--- src/rtl/ggt_pkg.sv ---
// Shared types, constants and the GF(2^128) digit step for the GHASH tag unit.
// Used by ggt_front, ggt_queue, ggt_back and gcm_ghash_tag_unit.
package ggt_pkg;

  localparam int BLK_W        = 128;
  localparam int HALF_W       = 64;
  localparam int NBYTES_W     = 5;
  localparam int BLK_BYTES    = BLK_W / 8;
  localparam int DIGIT_W      = 32;
  localparam int STEPS        = BLK_W / DIGIT_W;
  localparam int STEP_W       = $clog2(STEPS);
  localparam int CNT_W        = 61;
  localparam int CFG_IDX_W    = 2;
  localparam int CFG_W        = 64;
  localparam int IN_TDATA_W   = 136;
  localparam int OUT_TDATA_W  = 128;
  localparam int QUEUE_DEPTH_DEF = 4;

  localparam logic [7:0] RED_POLY  = 8'he1;
  localparam logic [7:0] BYTE_MASK = 8'hFF;

  typedef enum logic [1:0] {
    ACT_AAD    = 2'd0,
    ACT_CT     = 2'd1,
    ACT_FINISH = 2'd2
  } action_t;

  typedef enum logic [CFG_IDX_W-1:0] {
    CFG_KEY_HI  = 2'd0,
    CFG_KEY_LO  = 2'd1,
    CFG_MASK_HI = 2'd2,
    CFG_MASK_LO = 2'd3
  } cfg_reg_t;

  typedef enum logic {
    BK_IDLE,
    BK_BUSY
  } back_state_t;

  typedef struct packed {
    action_t               act;
    logic [BLK_W-1:0]      blk;
    logic [NBYTES_W-1:0]   nbytes;
  } q_item_t;

  typedef struct packed {
    logic pop;
    logic out_load;
  } back_stat_t;

  typedef struct packed {
    logic [BLK_W-1:0] z;
    logic [BLK_W-1:0] v;
  } gf_pair_t;

  // One digit of the bit-serial GCM multiply: the first operand bit of the
  // digit sits in the top bit; v walks from H by one power of x per bit.
  function automatic gf_pair_t gf_step(input logic [BLK_W-1:0] z_in,
                                       input logic [BLK_W-1:0] v_in,
                                       input logic [DIGIT_W-1:0] digit);
    gf_pair_t         r;
    logic [BLK_W-1:0] z;
    logic [BLK_W-1:0] v;
    logic             lsb;
    z = z_in;
    v = v_in;
    for (int i = 0; i < DIGIT_W; i++) begin
      if (digit[DIGIT_W-1-i]) begin
        z = z ^ v;
      end
      lsb = v[0];
      v = v >> 1;
      if (lsb) begin
        v[BLK_W-1 -: 8] = v[BLK_W-1 -: 8] ^ RED_POLY;
      end
    end
    r.z = z;
    r.v = v;
    return r;
  endfunction

endpackage

--- src/rtl/ggt_front.sv ---
// Front end of the GHASH tag unit: takes input transfers, drops no-op items,
// zero-pads partial blocks and pushes work into the queue. Uses ggt_pkg.
module ggt_front (
  input  logic                           s_axis_tvalid,
  output logic                           s_axis_tready,
  input  logic [ggt_pkg::IN_TDATA_W-1:0] s_axis_tdata,  // block_hi, block_lo, valid_bytes
  input  logic [1:0]                     s_axis_tuser,  // action
  input  logic                           q_full,
  output logic                           q_push,
  output ggt_pkg::q_item_t               q_item
);
  import ggt_pkg::*;

  logic [HALF_W-1:0]   blk_hi;
  logic [HALF_W-1:0]   blk_lo;
  logic [NBYTES_W-1:0] nraw;
  logic [NBYTES_W-1:0] nsat;
  logic [BLK_W-1:0]    keep_mask;
  logic                keep;

  assign blk_hi = s_axis_tdata[HALF_W-1:0];
  assign blk_lo = s_axis_tdata[2*HALF_W-1:HALF_W];
  assign nraw   = s_axis_tdata[2*HALF_W +: NBYTES_W];
  assign nsat   = (nraw > NBYTES_W'(BLK_BYTES)) ? NBYTES_W'(BLK_BYTES) : nraw;

  // byte 0 is the top byte of the block
  always_comb begin
    keep_mask = '0;
    for (int k = 0; k < BLK_BYTES; k++) begin
      if (NBYTES_W'(k) < nsat) begin
        keep_mask[BLK_W-1-8*k -: 8] = BYTE_MASK;
      end
    end
  end

  always_comb begin
    unique case (s_axis_tuser)
      ACT_AAD, ACT_CT: keep = (nraw != '0);
      ACT_FINISH:      keep = 1'b1;
      default:         keep = 1'b0;
    endcase
  end

  // unused codes and empty blocks are taken and dropped here
  assign s_axis_tready = !q_full;
  assign q_push        = s_axis_tvalid && !q_full && keep;
  assign q_item        = {action_t'(s_axis_tuser), {blk_hi, blk_lo} & keep_mask, nsat};

endmodule

--- config.mk ---
export PLATFORM = sky130hd
export DESIGN_NAME = ggt_front
export DESIGN_NICKNAME = d
export VERILOG_FILES = /design/src/rtl/ggt_pkg.sv /design/src/rtl/ggt_front.sv
export SDC_FILE = /design/constraint.sdc
export NUM_CORES = 1
export LEC_CHECK = 0
export BUFFER_PORTS_ARGS = -buffer_cell sky130_fd_sc_hd__buf_2
export CAP_MARGIN = 20
export CORE_AREA = 2 2 107 109
export DETAILED_ROUTE_END_ITERATION = 10
export DIE_AREA = 0 0 109 111
export PLACE_DENSITY_LB_ADDON = 0.1
export SETUP_SLACK_MARGIN = 0.5
export SYNTH_ARGS = -nofsm -noshare
export SYNTH_HDL_FRONTEND = slang
export SYNTH_SLANG_ARGS = --single-unit
--- constraint.sdc ---
create_clock -name vclk -period 1.6
set_input_delay 0.16 -clock vclk [all_inputs]
set_output_delay 0.16 -clock vclk [all_outputs]
set_load 0.01 [all_outputs]
==> impl_metrics.ini <==
[routing]
via_per_inst = 3.87
drc = 0
dr.pass1.iters = 4
drtAntennaViolNets = 0
drtIter0Drc = 62
drt_wl_total_mm = 7.02
wire_per_inst_um = 11.7
num_vias = 2318

[placement]
dp_slack_ps = 160
portBuffers = 274
dp_hpwl_mm = 5.68
place_congestion = 0.730

[sta]
final-hold-violation-count = 0
post-route-min-period_ps = 1320
rsz0062_at_grt = yes
setup_viol = 0
final_max_slew_viol_count = 0
fmax_ghz = 0.757
fin_setup_tns_ps = 0
setup_ws_ps = 278
max_slew_margin = 0.792
hold_slack_ps = 516
worst_slew_pin_slew_ps = 311
fin_crit_sh = 0.826

[die]
rows = 39
fp.dieH_um = 111
core_region_area_um2 = 11100
dieArea_um2 = 12100
pin_count = 277
die-width_um = 109
start_util = 0.109

[layout]
fin_nets = 598
register_area_um2 = 0
flops_and_latches = 0
clkbuf_count = 0
diodes = 0
drive_gt1_frac = 0.776
final_cell_mix = 247 x buf_2, 61 x nor2b_1, 33 x buf_6
area_growth_pct = 187
layout_commonest_cell = buf_2

[power]
power.density_nw_per_um2 = 287
irDropWorstVdd_uv = 103
p_leak_uw = 0.00188

[logic_synthesis]
synthCells = 167
seq_area_frac_synth = 0
yosysWarnings = 0
synth_area_per_cell_um2 = 7.20
yosysUniqueCellTypes = 29
syn_nets = 307
syn_area_um2 = 1200

[global_routing]
grt_max_degree = 17
antenna_found_initial = 0
grt_pass1_wl_mm = 9.65
grt_usage = 0.0971
grt-ovfl-total = 0
grt_pass1_vias = 1971

[min_path]
whs_path_depth = 2
worstHoldStart = s_axis_tuser[0]
hold_class = in -> out
hold_end = q_item[133]

[status]
status = finished clean

[setup_path]
arrival_ps = 1160
crit_type = in -> out
worstPathCellList = buf_12, or4_4, and3_4, buf_6
start_kind = input pin
slowest_stage = or4_4
cp_max_fo = 8
required_ps = 1440
slowest_delay_ps = 590
endpoint_kind = output pin

[run]
cap_violations = 0
==> logic make-up (layout without fill, tap and decap cells) <==
group           Yosys count  in the layout  synth area share
buf+inv                  15            302            0.0739
simple gates            109            111             0.584
compound gates           43             43             0.342
==> final cells by class <==
class,count,area [um2]
multi-input cells,154,1340
inverters,2,10.0
repair buffers,300,1920
fillers,1197,7630
well taps,143,179
==> routing by layer <==
layer | up-vias | GRT usage | part of all wire | wire length [um]
met5 | - | 0 | 0 | 0
met4 | 0 | 0 | 0 | 0
met3 | 0 | 0.00588 | 0.092 | 643
met2 | 137 | 0.213 | 0.57 | 3980
met1 | 1032 | 0.101 | 0.34 | 2400
li1 | 1149 | - | - | -
==> through the flow <==
step	instances	area, um2	util	power, uW
floorplan	167	1250	-	385
global placement	583	2810	0.254	803
detailed placement	583	2810	0.254	797
CTS	598	3220	0.291	926
global route	599	3450	0.312	1070
finish	599	3450	0.312	991
==> synthesized netlist by cell type (2+ instances only) <==
library cell  number  area (um2)
nor2b_1           66         413
a21boi_0          32         240
and2_1            17         106
and3_1            16         100
buf_4              5        37.5
buf_2              4        20.0
and2b_1            2        15.0
clkbuf_1           2        7.51
nor2_1             2        7.51
o21ai_2            2        17.5
==> worst max-delay path, delay by kind of cell <==
kind / cells / cell delay (ps)
buffers and inverters: 2 / 220
and+or+nand+nor: 2 / 770
==> report_power, final <==
| part | switching (uW) | internal [uW] | total [uW] |
|---|---|---|---|
| Combinational | 432 | 559 | 991 |
| Sequential | 0 | 0 | 0 |
| Clock | 0 | 0 | 0 |
| Total | 432 | 559 | 991 |
==> worst max path at each step <==
stage / start / to / slack, ps / depth (start not counted)
2_1_floorplan: s_axis_tdata[128] / q_item[116] / 470 / 3
3_3_place_gp: s_axis_tdata[131] / q_item[67] / 180 / 4
3_5_place_dp: s_axis_tdata[131] / q_item[93] / 160 / 5
4_1_cts: s_axis_tdata[130] / q_item[67] / 270 / 4
5_1_grt: s_axis_tdata[129] / q_item[67] / 260 / 4
6_report: s_axis_tdata[129] / q_item[67] / 280 / 4
==> repair_timing <==
action / CTS / global route
hold buffers: 0 / 0
endpoints found under the hold margin: 0 / 0
setup buffers: 11 / 1
endpoints found under the setup margin: 132 / 126
pin swaps: 34 / 38
gates cloned: 4 / 0
gates resized for setup: 80 / 63
Note: power is estimated with default switching activity, not from simulation.
