### src/rtl/ggt_pkg.sv
// Shared types, constants and the GF(2^128) digit step for the GHASH tag unit.
// Used by ggt_front, ggt_queue, ggt_back and gcm_ghash_tag_unit.
package ggt_pkg;

  localparam int BLK_W        = 128;
  localparam int HALF_W       = 64;
  localparam int NBYTES_W     = 5;
  localparam int BLK_BYTES    = BLK_W / 8;
  localparam int DIGIT_W      = 32;
  localparam int STEPS        = BLK_W / DIGIT_W;
  localparam int STEP_W       = $clog2(STEPS);
  localparam int CNT_W        = 61;
  localparam int CFG_IDX_W    = 2;
  localparam int CFG_W        = 64;
  localparam int IN_TDATA_W   = 136;
  localparam int OUT_TDATA_W  = 128;
  localparam int QUEUE_DEPTH_DEF = 4;

  localparam logic [7:0] RED_POLY  = 8'he1;
  localparam logic [7:0] BYTE_MASK = 8'hFF;

  typedef enum logic [1:0] {
    ACT_AAD    = 2'd0,
    ACT_CT     = 2'd1,
    ACT_FINISH = 2'd2
  } action_t;

  typedef enum logic [CFG_IDX_W-1:0] {
    CFG_KEY_HI  = 2'd0,
    CFG_KEY_LO  = 2'd1,
    CFG_MASK_HI = 2'd2,
    CFG_MASK_LO = 2'd3
  } cfg_reg_t;

  typedef enum logic {
    BK_IDLE,
    BK_BUSY
  } back_state_t;

  typedef struct packed {
    action_t               act;
    logic [BLK_W-1:0]      blk;
    logic [NBYTES_W-1:0]   nbytes;
  } q_item_t;

  typedef struct packed {
    logic pop;
    logic out_load;
  } back_stat_t;

  typedef struct packed {
    logic [BLK_W-1:0] z;
    logic [BLK_W-1:0] v;
  } gf_pair_t;

  // One digit of the bit-serial GCM multiply: the first operand bit of the
  // digit sits in the top bit; v walks from H by one power of x per bit.
  function automatic gf_pair_t gf_step(input logic [BLK_W-1:0] z_in,
                                       input logic [BLK_W-1:0] v_in,
                                       input logic [DIGIT_W-1:0] digit);
    gf_pair_t         r;
    logic [BLK_W-1:0] z;
    logic [BLK_W-1:0] v;
    logic             lsb;
    z = z_in;
    v = v_in;
    for (int i = 0; i < DIGIT_W; i++) begin
      if (digit[DIGIT_W-1-i]) begin
        z = z ^ v;
      end
      lsb = v[0];
      v = v >> 1;
      if (lsb) begin
        v[BLK_W-1 -: 8] = v[BLK_W-1 -: 8] ^ RED_POLY;
      end
    end
    r.z = z;
    r.v = v;
    return r;
  endfunction

endpackage

### src/rtl/ggt_queue.sv
// Small register queue between the front end and the hash engine.
// Uses ggt_pkg for the item type.
module ggt_queue #(
  parameter int DEPTH = ggt_pkg::QUEUE_DEPTH_DEF
) (
  input  logic             clk,
  input  logic             rst,
  input  logic             push,
  input  ggt_pkg::q_item_t push_item,
  input  logic             pop,
  output logic             full,
  output logic             head_valid,
  output ggt_pkg::q_item_t head_item
);
  import ggt_pkg::*;

  localparam int PTR_W  = $clog2(DEPTH);
  localparam int FILL_W = $clog2(DEPTH + 1);

  q_item_t            mem [DEPTH];
  logic [PTR_W-1:0]   wr_ptr;
  logic [PTR_W-1:0]   rd_ptr;
  logic [FILL_W-1:0]  fill;

  assign full       = (fill == FILL_W'(DEPTH));
  assign head_valid = (fill != '0);
  assign head_item  = mem[rd_ptr];

  always_ff @(posedge clk) begin
    if (push) begin
      mem[wr_ptr] <= push_item;
    end
  end

  always_ff @(posedge clk) begin
    if (rst) begin
      wr_ptr <= '0;
      rd_ptr <= '0;
      fill   <= '0;
    end else begin
      if (push) begin
        wr_ptr <= (wr_ptr == PTR_W'(DEPTH - 1)) ? '0 : wr_ptr + 1'b1;
      end
      if (pop) begin
        rd_ptr <= (rd_ptr == PTR_W'(DEPTH - 1)) ? '0 : rd_ptr + 1'b1;
      end
      if (push && !pop) begin
        fill <= fill + 1'b1;
      end else if (pop && !push) begin
        fill <= fill - 1'b1;
      end
    end
  end

endmodule

### config.mk
export PLATFORM = sky130hd
export DESIGN_NAME = ggt_queue
export DESIGN_NICKNAME = d
export VERILOG_FILES = /design/src/rtl/ggt_pkg.sv /design/src/rtl/ggt_queue.sv
export SDC_FILE = /design/constraint.sdc
export NUM_CORES = 1
export LEC_CHECK = 0
export BUFFER_PORTS_ARGS = -buffer_cell sky130_fd_sc_hd__buf_2
export CORE_AREA = 2 2 211 213
export CTS_BUF_LIST = sky130_fd_sc_hd__clkbuf_4
export DETAILED_ROUTE_END_ITERATION = 10
export DIE_AREA = 0 0 213 215
export PLACE_DENSITY = 0.77
export SLEW_MARGIN = 15
export SYNTH_ARGS = -nofsm -noshare
export SYNTH_HDL_FRONTEND = slang
export SYNTH_SLANG_ARGS = --single-unit
### constraint.sdc
create_clock -name clk -period 5.5 [get_ports clk]
set_input_delay 1.1 -clock clk [delete_from_list [all_inputs] [get_ports clk]]
set_output_delay 1.1 -clock clk [all_outputs]
set_load 0.05 [all_outputs]
==> impl_metrics.ini, run 1 <==
[run_status]
status = completed

[synthesis]
async_flop_share_pct = 0
synth.cells.most_frequent = edfxtp_1, mux4_2, buf_2
synth_most_common_cell = edfxtp_1
synth_area_leaders = edfxtp_1, mux4_2, dfxtp_1
synth.net_count = 895
synth_warnings = 0
seq_area_frac_synth_pct = 82.5
synth.top_cell.area_share_pct = 81.6
synth_cell_types = 17
synth.largest_area_cell = edfxtp_1
synth_edf_count = 540
synth_seq_cells = 549
syn_area_per_cell_um2 = 26.5
synth_ff_type = edfxtp_1
syn-instance-count = 749
syn_area_um2 = 19900

[grt]
grt-ovfl-total = 0
grt_max_degree = 92
grt_first_pass_wirelength_um = 57300
antenna_found_initial = 12
grt_pass1_vias = 10288
track_usage_pct = 17.1

[routing]
viasPerCell = 5.09
drt.antenna.violating_nets = 0
post_drt_wl_per_cell_um = 20.5
first_iter_violations = 567
vias = 9390
drc = 0
dr.pass1.iters = 5
wl_um = 37800

[finish]
stdcell_count = 1843
drive_gt1_share_pct = 51.8
nets = 1292
syn_to_final_growth_pct = 19.9

[timing]
tightest_slew_ns = 0.952
hold_violations = 0
max_freq_mhz = 236
maxSlewHeadroom_pct = 36.5
finClkSkew_ns = 0.0381
setup_ws_ns = 1.26
grt_setup_unrepaired = false
period_share_pct = 77.1
report.final.slew_viol_count = 0
setup_viol = 0
setup_tns_ns = 0
finalCriticalPeriod_ns = 4.24

[pwr]
power_density_nw_per_um2 = 398
total_power_mw = 9.48
leakage_nw = 8.14
vdd.ir_drop.worst_mv = 0.332

[worst_setup_path]
criticalPathCategory = register to primary output
arrival_ns = 3.14
start_kind = register
required_ns = 4.40
crit_path_max_fanout = 38
crit_path_end_kind = primary output
rrSetupSlack_ns = 3.22

[floorplan]
initial_utilization_pct = 45.6
fp.coreArea_um2 = 43600
design.portCount = 276
rows = 77
die_h_um = 215
die_w_um = 213
dieArea_um2 = 45800

[placed_design]
numPortBuffers = 275
pre_cts_slack_ns = 2.12
dp_hpwl_um = 21900
gp_congestion = 0.715
dp_cells = 1596

[cts]
cts-root-buf = clkbuf_4
cts.sinks = 549
cts.path.max_buffers = 3
clkTransAtPathRegs_ns = 0.06
cts_tree = yes
clk_latency_ns = 0.91
cts_buffers = 140
cts_hold_buf = 0
htreeDepth = 4
cts_setup_buffers = 0
cts_resized = 0

[min_path]
min_path_type = primary input to register

[flow_run]
maxCapViolations = 0
==> critical path, stage by stage (launching register included) <==
cell	delay, ns
dfxtp_4	0.89
buf_4	0.46
mux4_2	0.56
buf_2	0.23
==> worst paths after layout <==
kind                                startpoint        endpoint  cells after the start
worst min register to register         fill[2]         fill[2]                      2
worst max-delay path                  register  head_item[102]                      3
worst max register to register       wr_ptr[0]     mem[3][118]                      3
worst min-delay path            push_item[134]     mem[1][134]                      1
==> metrics by stage <==
stage	hold WS [ns]	cell area, µm²	util [%]
after CTS	0.213	23800	54.6
after floorplan	0.455	19900	-
after global placement	0.478	22000	50.4
after global routing	0.265	23800	54.6
final	0.383	23800	54.6
after detailed placement	0.520	22000	50.4
==> sequential cells by signal, summed over array words and instances (netlist names), named ones only <==
register,cells
wr_ptr,2
fill,3
rd_ptr,2
mem,540
==> power by group <==
group	leakage, nW	internal [mW]	switching, mW
Sequential	5.04	4.80	0.0684
Clock	1.07	1.93	1.52
Combinational	2.04	0.340	0.811
==> per-layer routing <==
metal / part of all wire (%) / vias up / global-route usage (%)
met5: 0.25 / - / 0
li1: - / 4147 / -
met3: 9.5 / 61 / 8.67
met2: 50 / 321 / 27.5
met1: 38 / 4849 / 19.4
met4: 1.8 / 12 / 6.88
==> placed cells by master (no fill, tap or decap) <==
cell type,count
clkinvlp_4,2
nor2_1,7
diode_2,8
edfxtp_1,540
buf_2,275
dfxtp_1,7
bufinv_16,5
o21ai_0,1
mux2i_1,4
inv_2,2
clkinv_4,1
xor2_1,2
clkbuf_4,205
nor3b_1,2
and2_4,4
buf_12,7
fa_1,1
dfxtp_4,2
mux4_2,135
clkinv_1,21
or3_1,2
clkinv_2,3
ha_1,6
buf_4,3
a21oi_1,2
inv_1,4
==> kinds of logic after synthesis <==
kind of cell	count (synthesis)	synth area share, %
fa+ha+maj	7	0.478
simple gates	15	0.396
xor+xnor	2	0.0881
compound gates	3	0.0755
mux	139	15.5
buf+inv	34	1.00
flops	549	82.5
==> final cells by class <==
cell class / count / area (µm²)
diodes: 8 / 20.0
clock buffers: 205 / 1540
clock inverters: 34 / 275
fillers: 3325 / 19800
inverters: 4 / 15.0
multi-input cells: 166 / 3300
flip-flops and latches: 549 / 16400
well taps: 592 / 741
repair buffers: 285 / 1540
(Power assumes the default switching activity.)
==> run 2, diff against run 1 <==
Clock period 5.5 ns to 4.35 ns, I/O delays scaled along.
==> impl_metrics.ini, run 2 (synthesis gave the netlist of run 1 again) <==
[timing]
finalCriticalPeriod_ns = 3.71
hold_violations = 0
maxSlewHeadroom_pct = 40.8
finClkSkew_ns = 0.0391
setup_tns_ns = 0
period_share_pct = 85.3
tightest_slew_ns = 0.888
setup_ws_ns = 0.637
max_freq_mhz = 269
report.final.slew_viol_count = 0
grt_setup_unrepaired = false
setup_viol = 0

[placed_design]
pre_cts_slack_ns = 1.44
gp_congestion = 0.721
dp_hpwl_um = 22200
numPortBuffers = 275

[finish]
reg.largest.list = mem (540), fill (3)
largest_reg_flops = 540
filler_cell_count = 3274
drive_gt1_share_pct = 52.2
final_common_cell = edfxtp_1
final_cell_mix = edfxtp_1, buf_2, clkbuf_4
syn_to_final_growth_pct = 20.3
largest_register = mem
nets = 1300

[worst_setup_path]
arrival_ns = 2.84
crit_path_max_fanout = 29
start_kind = register
criticalPathCategory = register to primary output
rrSetupSlack_ns = 2.36
required_ns = 3.48
crit_path_end_kind = primary output

[floorplan]
die_h_um = 215
initial_utilization_pct = 45.6
rows = 77
dieArea_um2 = 45800
fp.coreArea_um2 = 43600
design.portCount = 276
die_w_um = 213

[grt]
grt-ovfl-total = 0
antenna_found_initial = 11
grt_max_degree = 79
grt_pass1_vias = 10513
grt_util_met1_pct = 19.5
met2_usage_pct = 27.0
grt_first_pass_wirelength_um = 57300
grt_util_met3_pct = 8.05
track_usage_pct = 17.0
top_usage_layer = met2

[routing]
post_drt_wl_per_cell_um = 20.2
first_iter_violations = 657
viasPerCell = 5.12
dr.pass1.iters = 4
vias = 9491
wl_um = 37500
drc = 0
drt.antenna.violating_nets = 0

[cts]
cts_buffers = 140
cts_setup_buffers = 0
clkTransAtPathRegs_ns = 0.06
cts-root-buf = clkbuf_4
htreeDepth = 4
cts_tree = yes
cts_resized = 0
cts.sinks = 549
cts.path.max_buffers = 3
clk_latency_ns = 0.92
cts_hold_buf = 0

[run_status]
status = completed

[min_path]
min_path_type = primary input to register

[pwr]
power_density_nw_per_um2 = 502
vdd.ir_drop.worst_mv = 0.346
leakage_nw = 8.19

[flow_run]
maxCapViolations = 0
run 2: cell count changes in the layout (fill, tap and decap cells not counted):
cell / previous run / this run
clkinv_1: 21 / 19
buf_12: 7 / 8
clkinv_2: 3 / 4
buf_4: 3 / 10
diode_2: 8 / 12
run 2: final cells by class:
class / count / area [µm²] / area share [%]
flip-flops and latches: 549 / 16400 / 68.6
multi-input cells: 166 / 3300 / 13.8
repair buffers: 293 / 1610 / 6.74
clock buffers: 205 / 1540 / 6.44
well taps: 592 / 741 / 3.10
clock inverters: 33 / 273 / 1.14
diodes: 12 / 30.0 / 0.126
inverters: 4 / 15.0 / 0.0628
run 2: path summary, 6_finish.rpt:
| path | startpoint | end | cells past startpoint |
|---|---|---|---|
| worst max register to register | wr_ptr[0] | mem[0][126] | 4 |
| worst min register to register | fill[2] | fill[2] | 2 |
| worst min-delay path | push_item[7] | mem[3][7] | 1 |
| worst max-delay path | register | head_item[63] | 3 |
run 2: metrics by stage:
stage	utilization, %	hold slack [ns]	power [mW]	area (µm²)	cells
4_1_cts	54.7	0.0243	12.2	23900	1842
6_report	54.8	0.162	12.0	23900	1854
3_5_place_dp	50.6	0.502	7.75	22100	1604
2_1_floorplan	-	0.455	7.32	19900	749
5_1_grt	54.8	0.00524	12.5	23900	1853
3_3_place_gp	50.6	0.476	7.72	22100	1604
run 2: layer usage:
metal,part of all wire (%),up-vias,routed length (µm)
li1,-,4170,-
met3,9.0,75,3360
met2,50,350,18700
met4,2.6,10,966
met1,38,4886,14400
met5,0.18,-,69
run 2: power by group:
| part | total [mW] | internal (mW) | switching (mW) |
|---|---|---|---|
| Clock | 4.39 | 2.44 | 1.94 |
| Combinational | 1.48 | 0.438 | 1.04 |
| Sequential | 6.14 | 6.06 | 0.0720 |
| Total | 12.0 | 8.95 | 3.05 |
run 2: worst max-delay path, stage by stage, from the launching register on:
cell     delay (ns)
dfxtp_4        0.78
buf_4          0.38
mux4_2         0.55
buf_2          0.23
==> run 3, diff against run 2 <==
Settings changed: ABC_AREA set to 1, CORE_AREA 2 2 211 213 to 2 2 215 217, DIE_AREA 0 0 213 215 to 0 0 217 219, PLACE_DENSITY 0.77 to 0.76, SETUP_SLACK_MARGIN set to 0.02.
==> impl_metrics.ini, run 3 <==
[run_status]
status = completed

[cts]
cts.sinks = 549
htreeDepth = 4
cts.path.max_buffers = 3
cts_tree = yes
clkTransAtPathRegs_ns = 0.07
cts_buffers = 138
cts-root-buf = clkbuf_4
clk_latency_ns = 0.92

[timing]
grt_setup_unrepaired = false
finClkSkew_ns = 0.0393
finalCriticalPeriod_ns = 3.97
setup_viol = 0
maxSlewHeadroom_pct = 39.5
report.final.slew_viol_count = 0
period_share_pct = 91.3
setup_tns_ns = 0
max_freq_mhz = 252
whs_ns = 0.166
tightest_slew_ns = 0.908
hold_violations = 0

[pwr]
total_power_mw = 12.1
power_density_nw_per_um2 = 498
vdd.ir_drop.worst_mv = 0.383
leakage_nw = 8.58

[placed_design]
dp_hpwl_um = 24700
numPortBuffers = 275
gp_congestion = 0.755

[synthesis]
syn_area_um2 = 20500
synthAdderAreaFrac_pct = 0.463
synth_cell_types = 24
synth.top_cell.area_share_pct = 78.9
synth-simple-area-share_pct = 5.63
synth_mux_area_share_pct = 0
seq_area_frac_synth_pct = 79.8
synth_ff_type = edfxtp_1
synth_warnings = 0
synth_edf_count = 540
synth_most_common_cell = edfxtp_1
synth.cells.most_frequent = edfxtp_1, nor2_1, o21ai_0
syn_area_per_cell_um2 = 15.0
syn-instance-count = 1365
synth.net_count = 1511
synth-compound-area-share_pct = 10.8
synth.largest_area_cell = edfxtp_1
synth_seq_cells = 549
synth_top_family_by_area = compound AO/OA/AOI/OAI gates
synth_xor_area_share_pct = 0.0426
async_flop_share_pct = 0
synth_area_leaders = edfxtp_1, o21ai_0, nor2_1

[min_path]
whs_path_depth = 1
hold_end = mem[3][21]
min_path_type = primary input to register
min_from = push_item[21]

[finish]
drive_gt1_share_pct = 29.5
reg.largest.list = mem (540), fill (3)
syn_to_final_growth_pct = 17.9
largest_reg_flops = 540
final_common_cell = edfxtp_1
nets = 1868
largest_register = mem
final_cell_mix = edfxtp_1, buf_2, nor2_1
fin_util_pct = 53.7

[worst_setup_path]
path_cells = inv_8, buf_4, o21ai_0, o22ai_1, buf_2
rr_startpoint = wr_ptr[0]
rrSetupSlack_ns = 2.20
reg2reg_depth = 5
start_kind = register
cp.buffers_inverters = 3
required_ns = 3.48
crit_path_end_kind = primary output
crit_path_max_fanout = 117
r2r_end = mem[0][75]
slowest_delay_ns = 0.56
arrival_ns = 3.10
criticalPathCategory = register to primary output
cp_top_family = buffers and inverters
crit_path_top_delay_cell = inv_8

[routing]
viasPerCell = 5.31
wl_um = 46000
dr.pass1.iters = 5
vias = 12891
first_iter_violations = 1001
post_drt_wl_per_cell_um = 18.9
drc = 0
drt.antenna.violating_nets = 0

[grt]
grt_pass1_vias = 13248
grt_first_pass_wirelength_um = 69600
track_usage_pct = 19.4
grt_max_degree = 118
grt-ovfl-total = 0
antenna_found_initial = 16

[floorplan]
design.portCount = 276
die_h_um = 219
fp.coreArea_um2 = 45100
die_w_um = 217
initial_utilization_pct = 45.6
dieArea_um2 = 47500
rows = 78

[flow_run]
maxCapViolations = 0
## run 3: what timing repair did
item,4_1_cts,5_1_grt
gates resized for setup,0,1
endpoints found under the hold margin,34,0
pin swaps,0,0
endpoints found under the setup margin,45,1
hold buffers,10,0
setup buffers,1,0
## run 3: cells by family after synthesis
kind of cell / after synthesis
DFF: 549
AOI/OAI and AO/OA: 411
and+or+nand+nor: 293
buffers and inverters: 104
xor gates and xnor gates: 1
adders and majority gates: 7
## run 3: layout make-up
type / instances / area (µm²)
fill: 3599 / 20900
sequential: 549 / 16400
multi-input combinational: 712 / 3490
timing repair buffer: 305 / 1740
clock buffer: 201 / 1510
tap: 600 / 751
clock inverter: 33 / 208
inverter: 16 / 90.1
antenna: 11 / 27.5
## run 3: power by group
part | internal (mW) | total [mW] | switching [mW] | leakage (nW)
clock network | 2.28 | 4.23 | 1.95 | 1.04
registers | 6.05 | 6.12 | 0.0707 | 5.04
logic | 0.372 | 1.70 | 1.33 | 2.51
total | 8.70 | 12.1 | 3.35 | 8.58
## run 3: how the worst max path moves through the flow
stage          cells after the start  slack [ns]        endpoint
2_1_floorplan                      2        0.36       mem[3][0]
3_3_place_gp                       4        1.04  head_item[134]
3_5_place_dp                       4        1.01  head_item[134]
4_1_cts                            5        0.10  head_item[134]
5_1_grt                            5        0.11   head_item[20]
6_report                           5        0.38   head_item[20]
## run 3: routing by layer
| metal | track usage [%] | vias to the layer above | wire length (µm) |
|---|---|---|---|
| met5 | 0 | - | 123 |
| met4 | 9.13 | 18 | 1040 |
| met3 | 7.96 | 100 | 4110 |
| met2 | 30.7 | 459 | 22200 |
| met1 | 23.3 | 6332 | 18500 |
| li1 | - | 5982 | - |
## run 3: per-stage QoR
step	std cells	worst slack (ns)	cell area (µm²)
after detailed placement	2171	1.01	22300
after floorplan	1365	0.356	20500
after global routing	2421	0.108	24200
after global placement	2171	1.04	22300
after CTS	2416	0.104	24200
final	2427	0.377	24200
